File: src/assert_macros.svh
// assertion macros used by multichannel_pid_speed_controller
// expects a clock named clk and an active-low reset named rst_n in scope
`ifndef ASSERT_MACROS_SVH
`define ASSERT_MACROS_SVH

// property checked on every rising clock edge outside reset
`define MPID_ASSERT(label, prop, msg) \
    label: assert property (@(posedge clk) disable iff (!rst_n) prop) else $error(msg);

// condition that must never be seen outside reset
`define MPID_NEVER(label, cond, msg) \
    label: assert property (@(posedge clk) disable iff (!rst_n) !(cond)) else $error(msg);

`endif

File: src/mpid_pkg.sv
// types and fixed constants of the multichannel pid speed controller
// no dependencies; used by multichannel_pid_speed_controller
package mpid_pkg;

    // configuration register indexes
    localparam logic [1:0] REG_PROP_GAIN  = 2'd0;
    localparam logic [1:0] REG_INTEG_GAIN = 2'd1;
    localparam logic [1:0] REG_DERIV_GAIN = 2'd2;

    // loop constants
    localparam int DERIV_MIN       = 50;
    localparam int DERIV_MAX       = 2400;
    localparam int DERIV_OUT_SCALE = 50;
    localparam int INTEG_UNIT      = 5000;
    localparam int INTEG_LIMIT     = 400000;
    localparam int DRIVE_LIMIT     = 127;
    // smallest sum magnitude whose quotient exceeds the drive limit
    localparam int DRIVE_SAT       = (DRIVE_LIMIT + 1) * INTEG_UNIT;

    // reciprocal of 100: exact floor for 24-bit magnitudes
    localparam logic [24:0] RECIP_100  = 25'd21474837;
    localparam int          RECIP_100_SH = 31;
    // reciprocal of 5000: exact floor for 20-bit magnitudes
    localparam logic [20:0] RECIP_5000 = 21'd1717987;
    localparam int          RECIP_5000_SH = 33;

    // tag that travels with each request down the pipeline
    typedef struct packed {
        logic       ok;
        logic [1:0] ch;
    } tag_t;

endpackage

File: src/multichannel_pid_speed_controller.sv
// multichannel pid speed controller, top level
// depends on mpid_pkg and assert_macros.svh
//
// Takes one request per clock cycle and returns one drive value per request,
// in order. Each request passes stages one to seven, then the output register.
// Throughput is one request per cycle: the per-channel last error and integral
// live in two small state memories that are read in stage one and written
// back in stage two, and a one-entry bypass serves requests for the same
// channel that follow each other directly. Any stage holding a bubble can
// take new work while a finished drive value waits, so the input stalls only
// once all seven stages and the output register are full. Loop state reads as
// zero after reset through one flag per channel, so there is no clearing pass.
// The user is to write gains only while idle; the block does not enforce it.
`include "assert_macros.svh"

module multichannel_pid_speed_controller #(
    parameter int CHANNELS = 4
) (
    input  logic              clk,
    input  logic              rst_n,
    input  logic              cfg_en,
    input  logic [1:0]        cfg_index,
    input  logic [7:0]        cfg_data,
    input  logic              in_valid,
    output logic              in_ready,
    input  logic [1:0]        channel,
    input  logic signed [15:0] setpoint,
    input  logic signed [15:0] feedback,
    output logic              out_valid,
    input  logic              out_ready,
    output logic [1:0]        drive_channel,
    output logic signed [7:0] drive
);

    localparam int AW = (CHANNELS > 1) ? $clog2(CHANNELS) : 1;

    // gain registers
    logic [7:0] prop_gain_reg;
    logic [7:0] integ_gain_reg;
    logic [7:0] deriv_gain_reg;

    // pipeline control
    logic [7:1]          vld_reg;
    logic [7:1]          free;
    logic                free_out;
    mpid_pkg::tag_t      tag_reg [7:1];
    mpid_pkg::tag_t      tag0;

    // state memories, bypass and per-channel valid flags
    logic signed [16:0]  err_mem [CHANNELS];
    logic signed [19:0]  acc_mem [CHANNELS];
    logic signed [16:0]  rd_err_reg;
    logic signed [19:0]  rd_acc_reg;
    logic [CHANNELS-1:0] ent_vld_reg;
    logic                fwd_vld_reg;
    logic [AW-1:0]       fwd_addr_reg;
    logic signed [16:0]  fwd_err_reg;
    logic signed [19:0]  fwd_acc_reg;

    // stage payloads
    logic signed [16:0]  err0;
    logic signed [16:0]  err1_reg;
    logic signed [24:0]  pprod1;
    logic signed [24:0]  iprod1;
    logic signed [16:0]  err2_reg;
    logic signed [24:0]  pprod2_reg;
    logic signed [24:0]  iprod2_reg;
    logic [AW+1:0]       ch_ext1;
    logic [AW+1:0]       ch_ext2;
    logic [AW-1:0]       addr1;
    logic [AW-1:0]       addr2;
    logic                fwd_hit;
    logic signed [16:0]  last_err;
    logic signed [19:0]  acc_old;
    logic signed [17:0]  diff2;
    logic signed [21:0]  d10;
    logic                d_zero;
    logic signed [12:0]  dval2;
    logic signed [25:0]  asum2;
    logic signed [19:0]  acc_new;
    logic                wr_en;
    logic signed [24:0]  pprod3_reg;
    logic signed [12:0]  dval3_reg;
    logic signed [19:0]  acc3_reg;
    logic                pneg3;
    logic [23:0]         pmag3;
    logic [48:0]         pq_full;
    logic signed [20:0]  kdd3;
    logic [17:0]         pq4_reg;
    logic                pneg4_reg;
    logic signed [20:0]  kdd4_reg;
    logic signed [19:0]  acc4_reg;
    logic [6:0]          pclamp4;
    logic signed [7:0]   p4;
    logic signed [20:0]  p5000_4;
    logic signed [25:0]  kdd50_4;
    logic signed [20:0]  p5000_5_reg;
    logic signed [25:0]  kdd50_5_reg;
    logic signed [19:0]  acc5_reg;
    logic signed [25:0]  sum5;
    logic signed [25:0]  sum6_reg;
    logic                sneg6;
    logic [24:0]         smag6;
    logic                big6;
    logic [40:0]         uq_full;
    logic [6:0]          uq7_reg;
    logic                big7_reg;
    logic                sneg7_reg;
    logic [6:0]          umag7;
    logic signed [7:0]   drive_next;

    // output register
    logic                out_valid_reg;
    logic [1:0]          drive_channel_reg;
    logic signed [7:0]   drive_reg;

    // configuration writes
    always_ff @(posedge clk or negedge rst_n)
    begin
        if (!rst_n)
        begin
            prop_gain_reg  <= '0;
            integ_gain_reg <= '0;
            deriv_gain_reg <= '0;
        end
        else if (cfg_en)
        begin
            case (cfg_index)
                mpid_pkg::REG_PROP_GAIN:  prop_gain_reg  <= cfg_data;
                mpid_pkg::REG_INTEG_GAIN: integ_gain_reg <= cfg_data;
                mpid_pkg::REG_DERIV_GAIN: deriv_gain_reg <= cfg_data;
                default: ;
            endcase
        end
    end

    // a stage loads when it is empty or its item moves on
    always_comb
    begin
        free_out = !out_valid_reg || out_ready;
        free[7]  = !vld_reg[7] || free_out;
        free[6]  = !vld_reg[6] || free[7];
        free[5]  = !vld_reg[5] || free[6];
        free[4]  = !vld_reg[4] || free[5];
        free[3]  = !vld_reg[3] || free[4];
        free[2]  = !vld_reg[2] || free[3];
        free[1]  = !vld_reg[1] || free[2];
    end

    assign in_ready = free[1];

    always_ff @(posedge clk or negedge rst_n)
    begin
        if (!rst_n)
        begin
            vld_reg <= '0;
        end
        else
        begin
            if (free[1]) vld_reg[1] <= in_valid;
            if (free[2]) vld_reg[2] <= vld_reg[1];
            if (free[3]) vld_reg[3] <= vld_reg[2];
            if (free[4]) vld_reg[4] <= vld_reg[3];
            if (free[5]) vld_reg[5] <= vld_reg[4];
            if (free[6]) vld_reg[6] <= vld_reg[5];
            if (free[7]) vld_reg[7] <= vld_reg[6];
        end
    end

    // stage 0: channel check and error at full width
    assign tag0.ch = channel;
    assign tag0.ok = 32'(channel) < 32'(CHANNELS);
    assign err0    = 17'(setpoint) - 17'(feedback);

    // tag shift line
    always_ff @(posedge clk)
    begin
        if (free[1]) tag_reg[1] <= tag0;
        if (free[2]) tag_reg[2] <= tag_reg[1];
        if (free[3]) tag_reg[3] <= tag_reg[2];
        if (free[4]) tag_reg[4] <= tag_reg[3];
        if (free[5]) tag_reg[5] <= tag_reg[4];
        if (free[6]) tag_reg[6] <= tag_reg[5];
        if (free[7]) tag_reg[7] <= tag_reg[6];
    end

    // stage 1: gain products, state read issued
    assign pprod1  = 25'(err1_reg) * 25'($signed({1'b0, prop_gain_reg}));
    assign iprod1  = 25'(err1_reg) * 25'($signed({1'b0, integ_gain_reg}));
    assign ch_ext1 = {{AW{1'b0}}, tag_reg[1].ch};
    assign addr1   = ch_ext1[AW-1:0];

    // stage 2: read-modify-write of channel state
    assign ch_ext2 = {{AW{1'b0}}, tag_reg[2].ch};
    assign addr2   = ch_ext2[AW-1:0];
    assign fwd_hit = fwd_vld_reg && (fwd_addr_reg == addr2);

    always_comb
    begin
        if (fwd_hit)
        begin
            last_err = fwd_err_reg;
            acc_old  = fwd_acc_reg;
        end
        else if (ent_vld_reg[addr2])
        begin
            last_err = rd_err_reg;
            acc_old  = rd_acc_reg;
        end
        else
        begin
            last_err = '0;
            acc_old  = '0;
        end
    end

    // derivative with dead band and spike reject
    assign diff2  = 18'(err2_reg) - 18'(last_err);
    assign d10    = (22'(diff2) <<< 3) + (22'(diff2) <<< 1);
    assign d_zero = ((d10 > 22'(-mpid_pkg::DERIV_MIN)) && (d10 < 22'(mpid_pkg::DERIV_MIN)))
                    || (d10 > 22'(mpid_pkg::DERIV_MAX))
                    || (d10 < 22'(-mpid_pkg::DERIV_MAX));
    assign dval2  = d_zero ? '0 : 13'(d10);

    // integral update with saturation
    assign asum2 = 26'(acc_old) + 26'(iprod2_reg);

    always_comb
    begin
        if (asum2 > 26'(mpid_pkg::INTEG_LIMIT))
            acc_new = 20'(mpid_pkg::INTEG_LIMIT);
        else if (asum2 < 26'(-mpid_pkg::INTEG_LIMIT))
            acc_new = 20'(-mpid_pkg::INTEG_LIMIT);
        else
            acc_new = 20'(asum2);
    end

    assign wr_en = vld_reg[2] && tag_reg[2].ok && free[3];

    // state memories
    always_ff @(posedge clk)
    begin
        if (free[2])
        begin
            rd_err_reg <= err_mem[addr1];
            rd_acc_reg <= acc_mem[addr1];
        end
        if (wr_en)
        begin
            err_mem[addr2] <= err2_reg;
            acc_mem[addr2] <= acc_new;
        end
    end

    // channel valid flags and write bypass
    always_ff @(posedge clk or negedge rst_n)
    begin
        if (!rst_n)
        begin
            ent_vld_reg  <= '0;
            fwd_vld_reg  <= 1'b0;
            fwd_addr_reg <= '0;
            fwd_err_reg  <= '0;
            fwd_acc_reg  <= '0;
        end
        else if (wr_en)
        begin
            ent_vld_reg[addr2] <= 1'b1;
            fwd_vld_reg        <= 1'b1;
            fwd_addr_reg       <= addr2;
            fwd_err_reg        <= err2_reg;
            fwd_acc_reg        <= acc_new;
        end
    end

    // stage 3: proportional divide by 100, derivative gain
    assign pneg3   = pprod3_reg[24];
    assign pmag3   = pneg3 ? 24'(-pprod3_reg) : 24'(pprod3_reg);
    assign pq_full = 49'(pmag3) * 49'(mpid_pkg::RECIP_100);
    assign kdd3    = 21'(dval3_reg) * 21'($signed({1'b0, deriv_gain_reg}));

    // stage 4: proportional clamp, scale to integral units
    assign pclamp4 = (pq4_reg > 18'(mpid_pkg::DRIVE_LIMIT)) ?
                     7'(mpid_pkg::DRIVE_LIMIT) : 7'(pq4_reg);
    assign p4      = pneg4_reg ? -$signed({1'b0, pclamp4}) : $signed({1'b0, pclamp4});
    assign p5000_4 = 21'(p4) * 21'(mpid_pkg::INTEG_UNIT);
    assign kdd50_4 = 26'(kdd4_reg) * 26'(mpid_pkg::DERIV_OUT_SCALE);

    // stage 5: sum of the three terms
    assign sum5 = 26'(p5000_5_reg) + 26'(acc5_reg) + kdd50_5_reg;

    // stage 6: divide by 5000 through the reciprocal
    assign sneg6   = sum6_reg[25];
    assign smag6   = sneg6 ? 25'(-sum6_reg) : 25'(sum6_reg);
    assign big6    = smag6 >= 25'(mpid_pkg::DRIVE_SAT);
    assign uq_full = 41'(smag6[19:0]) * 41'(mpid_pkg::RECIP_5000);

    // stage 7: clamp and sign, zero for an absent channel
    assign umag7      = big7_reg ? 7'(mpid_pkg::DRIVE_LIMIT) : uq7_reg;
    assign drive_next = !tag_reg[7].ok ? '0 :
                        sneg7_reg ? -$signed({1'b0, umag7}) : $signed({1'b0, umag7});

    // stage payload registers
    always_ff @(posedge clk)
    begin
        if (free[1])
        begin
            err1_reg <= err0;
        end
        if (free[2])
        begin
            err2_reg   <= err1_reg;
            pprod2_reg <= pprod1;
            iprod2_reg <= iprod1;
        end
        if (free[3])
        begin
            pprod3_reg <= pprod2_reg;
            dval3_reg  <= dval2;
            acc3_reg   <= acc_new;
        end
        if (free[4])
        begin
            pq4_reg   <= pq_full[mpid_pkg::RECIP_100_SH +: 18];
            pneg4_reg <= pneg3;
            kdd4_reg  <= kdd3;
            acc4_reg  <= acc3_reg;
        end
        if (free[5])
        begin
            p5000_5_reg <= p5000_4;
            kdd50_5_reg <= kdd50_4;
            acc5_reg    <= acc4_reg;
        end
        if (free[6])
        begin
            sum6_reg <= sum5;
        end
        if (free[7])
        begin
            uq7_reg   <= uq_full[mpid_pkg::RECIP_5000_SH +: 7];
            big7_reg  <= big6;
            sneg7_reg <= sneg6;
        end
    end

    // output register
    always_ff @(posedge clk or negedge rst_n)
    begin
        if (!rst_n)
        begin
            out_valid_reg <= 1'b0;
        end
        else if (free_out)
        begin
            out_valid_reg <= vld_reg[7];
        end
    end

    always_ff @(posedge clk)
    begin
        if (free_out)
        begin
            drive_channel_reg <= tag_reg[7].ch;
            drive_reg         <= drive_next;
        end
    end

    assign out_valid     = out_valid_reg;
    assign drive_channel = drive_channel_reg;
    assign drive         = drive_reg;

    // checks
    `MPID_NEVER(a_drive_range, out_valid && (drive == 8'sh80), "drive below negative limit")
    `MPID_ASSERT(a_absent_chan, out_valid && (32'(drive_channel) >= 32'(CHANNELS)) |-> (drive == 8'sd0), "absent channel drives nonzero")
    `MPID_ASSERT(a_full_stall, (&vld_reg) && out_valid && !out_ready |-> !in_ready, "request taken with pipeline full")
    `MPID_ASSERT(a_acc_bound, wr_en |-> (acc_new <= 20'sd400000) && (acc_new >= -20'sd400000), "integral written beyond limit")

endmodule
File: config.mk
export PLATFORM = sky130hd
export DESIGN_NAME = multichannel_pid_speed_controller
export DESIGN_NICKNAME = d
export VERILOG_FILES = /design/src/mpid_pkg.sv /design/src/multichannel_pid_speed_controller.sv
export VERILOG_INCLUDE_DIRS = /design/src /design/src/src
export SDC_FILE = /design/constraint.sdc
export NUM_CORES = 2
export LEC_CHECK = 0
export BUFFER_PORTS_ARGS = -buffer_cell sky130_fd_sc_hd__clkbuf_2
export CAP_MARGIN = 20
export CORE_MARGIN = 2
export CORE_UTILIZATION = 45
export CTS_CLUSTER_SIZE = 40
export DETAILED_ROUTE_END_ITERATION = 10
export PLACE_DENSITY_LB_ADDON = 0.3
export SYNTH_ARGS = -nofsm -noshare
export SYNTH_HDL_FRONTEND = slang
export SYNTH_SLANG_ARGS = --single-unit
File: constraint.sdc
create_clock -name clk -period 12 [get_ports clk]
set_clock_uncertainty 0.2 [all_clocks]
set_input_delay 2.4 -clock clk [delete_from_list [all_inputs] [get_ports clk]]
set_output_delay 2.4 -clock clk [all_outputs]
set_load 0.01 [all_outputs]
# ---- Yosys cells after proc, flatten, opt, wreduce, memory -nomap -nowiden
# Memory sizes are Yosys's and may differ from the RTL's. A register that Yosys moved wholly into a read port is not among the register bits.
# Index checks and enable logic that the tools add are counted.
dict set report classes {
  add_sub_neg 10
  mul 7
  magnitude_cmp 10
  eq_ne 3
  muxes 32
  bitwise_logic 1
  n_reduce_logical 28
}
# cell n
set ops {}
lappend ops {{$mux W20} 4}
lappend ops {{$mul A17 B9 Y25} 2}
lappend ops {{$mul A24 B25 Y49 const B} 1}
lappend ops {{$mul A20 B21 Y40 const B} 1}
lappend ops {{$mux W17} 2}
lappend ops {{$add A20 B25 Y26} 1}
lappend ops {{$add A22 B26 Y26} 1}
lappend ops {{$gt A26 B20 Y1 const B} 1}
lappend ops {{$lt A26 B20 Y1 const B} 1}
lappend ops {{$ge A25 B20 Y1 const B} 1}
lappend ops {{$mul A21 B6 Y25 const B} 1}
lappend ops {{$mux W25} 1}
lappend ops {{$neg A25 Y25} 1}
lappend ops {{$mux W24} 1}
lappend ops {{$neg A24 Y24} 1}
lappend ops {{$add A21 B19 Y22} 1}
lappend ops {{$add A21 B20 Y22} 1}
lappend ops {{$gt A22 B13 Y1 const B} 1}
lappend ops {{$gt A22 B7 Y1 const B} 1}
lappend ops {{$lt A22 B13 Y1 const B} 1}
lappend ops {{$lt A22 B7 Y1 const B} 1}
lappend ops {{$mul A13 B9 Y21} 1}
lappend ops {{$mux W7} 3}
lappend ops {{$gt A18 B7 Y1 const B} 1}
lappend ops {{other kinds (19)} 60}
dict set report word_totals {
  register_bits 386
  mem_bits_rw 169
  out_inout_bits 12
  elab_cells 131
  mem_count 3
}
# memory words word_bits read_ports rd_clocked_by_memory_dff write_ports line_no
set memory_table {}
lappend memory_table {acc_mem 4 20 1 1 1 multichannel_pid_speed_controller.sv:51} ;# logic signed [19:0] acc_mem [CHANNELS];
lappend memory_table {err_mem 4 17 1 1 1 multichannel_pid_speed_controller.sv:50} ;# logic signed [16:0] err_mem [CHANNELS];
lappend memory_table {tag_reg 7 3 7 0 7 multichannel_pid_speed_controller.sv:46} ;# mpid_pkg::tag_t tag_reg [7:1];

# ---- Longest topological paths before layout
dict set report logic_depth {
  ltp_word 11
  mapped_depth 32
}

# ---- Worst setup path before layout
# Ideal clock, no wire load.
dict set report synth_timing {
  path_kind {input to output}
  from {in out_ready}
  to {out in_ready}
  arrival_time_ns 6.219
  required_time_ns 9.400
  slack_ns 3.181
  stages 6
  path_cell_list {nor2b_1 nand3_1 nor2_1 nand3_1 nor2_1 nand2_1}
}
dict set report synth_between {
  elab_chain_len 8
}
# element line_no
set synth_rtl {}
lappend synth_rtl {{start, declared} multichannel_pid_speed_controller.sv:30} ;# input logic out_ready,
lappend synth_rtl {{$logic_or A1 B1 Y1} multichannel_pid_speed_controller.sv:140} ;# free_out = !out_valid_reg || out_ready;
lappend synth_rtl {{$logic_or A1 B1 Y1} multichannel_pid_speed_controller.sv:141} ;# free[7] = !vld_reg[7] || free_out;
lappend synth_rtl {{$logic_or A1 B1 Y1} multichannel_pid_speed_controller.sv:142} ;# free[6] = !vld_reg[6] || free[7];
lappend synth_rtl {{named net free, one bit} multichannel_pid_speed_controller.sv:44} ;# logic [7:1] free;
lappend synth_rtl {{$logic_or A1 B1 Y1} multichannel_pid_speed_controller.sv:143} ;# free[5] = !vld_reg[5] || free[6];
lappend synth_rtl {{$logic_or A1 B1 Y1} multichannel_pid_speed_controller.sv:144} ;# free[4] = !vld_reg[4] || free[5];
lappend synth_rtl {{$logic_or A1 B1 Y1} multichannel_pid_speed_controller.sv:145} ;# free[3] = !vld_reg[3] || free[4];
lappend synth_rtl {{$logic_or A1 B1 Y1} multichannel_pid_speed_controller.sv:146} ;# free[2] = !vld_reg[2] || free[3];
lappend synth_rtl {{$logic_or A1 B1 Y1} multichannel_pid_speed_controller.sv:147} ;# free[1] = !vld_reg[1] || free[2];
lappend synth_rtl {{end, declared} multichannel_pid_speed_controller.sv:25} ;# output logic in_ready,
# The timed path passes the listed nets, and every way through them passes these cells.

# ---- Worst setup path after layout
dict set report layout_timing {
  from {reg pprod3_reg[4]}
  to {reg pq4_reg[17], data pin}
}
dict set report layout_between {
  elab_chain_len 3
}
# element line_no
set layout_rtl {}
lappend layout_rtl {{start, declared} multichannel_pid_speed_controller.sv:82} ;# logic signed [24:0] pprod3_reg;
lappend layout_rtl {{start signal, assigned} multichannel_pid_speed_controller.sv:318} ;# pprod3_reg <= pprod2_reg;
lappend layout_rtl {{$neg A24 Y24} multichannel_pid_speed_controller.sv:278} ;# assign pmag3 = pneg3 ? 24'(-pprod3_reg) : 24'(pprod3_reg);
lappend layout_rtl {{$mux W24 *} multichannel_pid_speed_controller.sv:278}
lappend layout_rtl {{$mul A24 B25 Y49 *} multichannel_pid_speed_controller.sv:279} ;# assign pq_full = 49'(pmag3) * 49'(mpid_pkg::RECIP_100);
lappend layout_rtl {{named net pq_full[48]} multichannel_pid_speed_controller.sv:87} ;# logic [48:0] pq_full;
lappend layout_rtl {{end signal, assigned} multichannel_pid_speed_controller.sv:324} ;# pq4_reg <= pq_full[mpid_pkg::RECIP_100_SH +: 18];
lappend layout_rtl {{end, declared} multichannel_pid_speed_controller.sv:89} ;# logic [17:0] pq4_reg;
# The timed path passes the listed nets; every way through them passes the cells marked *.
# A chain may end at the register's enable or synchronous reset.

==> metrics.md <==
| Metric | Value |
|---|---|
| Adder-Cell Fraction of Synth Area | `41.0%` |
| Synth unique cells | `slightly below 90` |
| Crit path DAT | `9620 ps` |
| HP Start | `acc4_reg[2]` |
| Num CTS Buffers | `68` |
| Critical Path RT | `12,190 ps` |
| Layout area overhead | `8.10%` |
| CTS resizes | `0` |
| Average size of a mapped cell | `between 10 and 15 um2` |
| Setup TNS | `0 ps` |
| Input/output buffers | `60` |
| Post-synth ARST share | `13.1%` |
| Slowest stage cell, crit path | `or4_1` |
| R2r endpoint | `pq4_reg[17]` |
| Leading cell types in the layout, fill and taps excluded | `inv_1, ha_1, fa_1` |
| Post-synth EDFFs | `roughly 500` |
| First-pass GRT wire length | `204,000 um` |
| Flops & latches, synth | `between 500 and 600` |
| Max FFs per register | `80` |
| Gr ovfl total | `0` |
| Synth warn | `0` |
| Fillcell total | `about 12,000` |
| Multiplexer area fraction after synthesis | `2.33%` |
| Routed vias | `36,100` |
| Seq/Total Area, Yosys | `between 20 and 30%` |
| DR vias/cell | `5.09` |
| Hold Path Depth | `0` |
| FP Rows | `132` |
| Crit start category | `flip-flop` |
| Final design utilization | `around half` |
| Worst setup EP type | `flip-flop` |
| Largest family of logic cells by synthesized area | `adder cells` |
| Post-CTS Repair Setup Buffers | `0` |
| Hold endpoint | `acc5_reg[2]` |
| Simple-gate share of the synthesized area | `8.88%` |
| Wirelength per Cell | `17.5 um` |
| CTS max path bufs | `3` |
| Gate count after technology mapping | `5,232` |
| DRC | `0` |
| Synth Flop Type | `edfxtp_1` |
| CTS sink cnt | `582` |
| Total Nets Final | `6,834` |
| Pre-Repair DR Iteration Count | `7` |
| Flop-to-flop setup slack | `2560 ps` |
| Largest net degree at the start of global routing | `64` |
| Worst hold slack | `216 ps` |
| Fin. Hold Viols | `0` |
| Commonest non-fill, non-tap cell in the layout | `inv_1` |
| Gr usage total | `about a fifth` |
| Number of global-route vias before repair | `about 38,000` |
| Core area | `129,000 um2` |
| Pin slew with the least headroom to its limit | `980 ps` |
| Crit Path Class | `reg2reg` |
| Antenna Violating Nets Remaining | `0` |
| Crit-path max cell delay | `630 ps` |
| Initial antenna violation count | `1` |
| RSZ-0062 raised after global routing | `no` |
| Max_cap viols | `0` |
| Worst reg2reg startpoint | `pprod3_reg[4]` |
| Status | `finished, final reports clean` |
| Final Wtd Congestion | `0.944` |
| IO Pins | `61` |
| Slew Limit Headroom | `roughly a third` |
| Ratio of cells with drive above 1 in the final layout | `6.20%` |
| CTS clock-pin slew for the worst setup and hold paths | `approximately 60 ps` |
| Final period util | `78.6%` |
| Net count after synthesis | `between 6,000 and 7,000` |
| Clock latency on the worst-skew pair | `640 ps` |
| CTS H-tree lvls | `3` |
| Initial core utilization | `45.2%` |
| Post-synthesis cell area | `58,300 um2` |
| Die Y | `364 um` |
| Worst Reg2Reg Path Length in Cells | `31` |
| CTS Hold Bufs | `0` |
| Final Max Slew Viols | `0` |
| Final wirelength | `about 120,000 um` |
| Clock root buffer | `clkbuf_16` |
| Min-delay worst type | `reg2reg` |
| Fmax | `0.106 GHz` |
| Die width | `364 um` |
| CTS tree | `done` |
| Detailed-placement wirelength estimate | `99,500 um` |
| Post-Synth XOR/XNOR Area | `3.61%` |
| Post-synthesis compound-gate area fraction | `~6.8%` |
| Iter 0 DRT Violations | `2,056` |
| Pre-CTS setup slack | `~2400 ps` |
| Worst-path maximum fanout | `5` |
| Post-layout min period | `about 9400 ps` |
| Final setup fails | `0` |
| Setup ws final | `between 2000 and 3000 ps` |
| Full die area | `132,000 um2` |
==> synth_stat cells (12+ instances only) <==
master	count	area [um2]
o21ai_0	92	460
clkbuf_1	74	278
o211ai_1	12	90.1
a22o_1	23	201
and2_1	254	1590
a211oi_1	28	210
xor2_1	68	596
nor3_1	55	275
nor2_1	154	578
o21a_1	26	195
nand2_1	304	1140
a31oi_1	15	93.8
nor2b_1	31	194
edfxtp_1	506	15200
inv_1	1150	4320
fa_1	705	14100
nand2b_1	33	206
a21boi_0	16	120
nand3_1	48	240
nand4_1	18	113
dfrtp_1	76	1900
mux2_2	40	450
or2_2	28	175
ha_1	783	9800
a21o_1	51	383
xnor2_1	172	1510
o21bai_1	24	180
or3_1	17	106
a22oi_1	18	135
a21oi_1	154	771
nor4_1	12	75.1
and3_1	16	100
o31ai_1	17	128
mux4_2	38	856
==> logic make-up (layout without fill, tap and decap cells) <==
logic type	count (synthesis)	after routing
AOI/OAI and AO/OA	583	583
xor gates and xnor gates	240	240
adders and majority gates	1488	1488
buffers and inverters	1240	1360
DFF	582	582
muxes	83	83
other	0	1
and+or+nand+nor	1016	1016
==> stage by stage <==
| stage | instances | instance area [um2] |
|---|---|---|
| CTS | 7093 | 63000 |
| finish | 7095 | 63000 |
| global route | 7094 | 63000 |
| global placement | 6968 | 60600 |
| floorplan | 5232 | 58300 |
| detailed placement | 6968 | 60600 |
==> routing by layer <==
metal	wire (um)	global-route usage, %	vias up
met5	0	0	-
met4	2990	4.85	0
met3	5870	3.01	152
met2	57900	32.0	637
met1	57500	27.2	18000
li1	-	-	17300
==> worst max-delay path, delay by kind of cell, from the launching register on <==
kind                       cells  cell delay (ps)
and+or+nand+nor                6             1990
AOI/OAI and AO/OA             10             2060
adders and majority gates      8             3710
buffers and inverters          5              380
xor gates and xnor gates       2              440
DFF                            1              410
==> worst max-delay path by stage <==
stage	endpoint	slack [ps]	cells after the start	startpoint
2_1_floorplan	in_ready	3180	6	out_ready
5_1_grt	pq4_reg[17]	1790	31	pprod3_reg[4]
3_3_place_gp	pq4_reg[17]	2540	31	pprod3_reg[4]
4_1_cts	pq4_reg[17]	2460	31	pprod3_reg[4]
3_5_place_dp	pq4_reg[17]	2430	31	pprod3_reg[4]
6_report	pq4_reg[17]	2560	31	pprod3_reg[4]
==> final cells by class <==
type,count,area (um2),area share [%]
diodes,1,2.50,0.00397
clock inverters,44,556,0.882
flip-flops and latches,582,17100,27.1
clock buffers,81,1790,2.84
multi-input cells,3410,36500,58.0
repair buffers,85,488,0.775
well taps,1742,2180,3.46
inverters,1150,4320,6.86
Power is left out: the tool's default activity adds up to more than one toggle a clock period on the data nets, which glitch-free logic cannot reach.
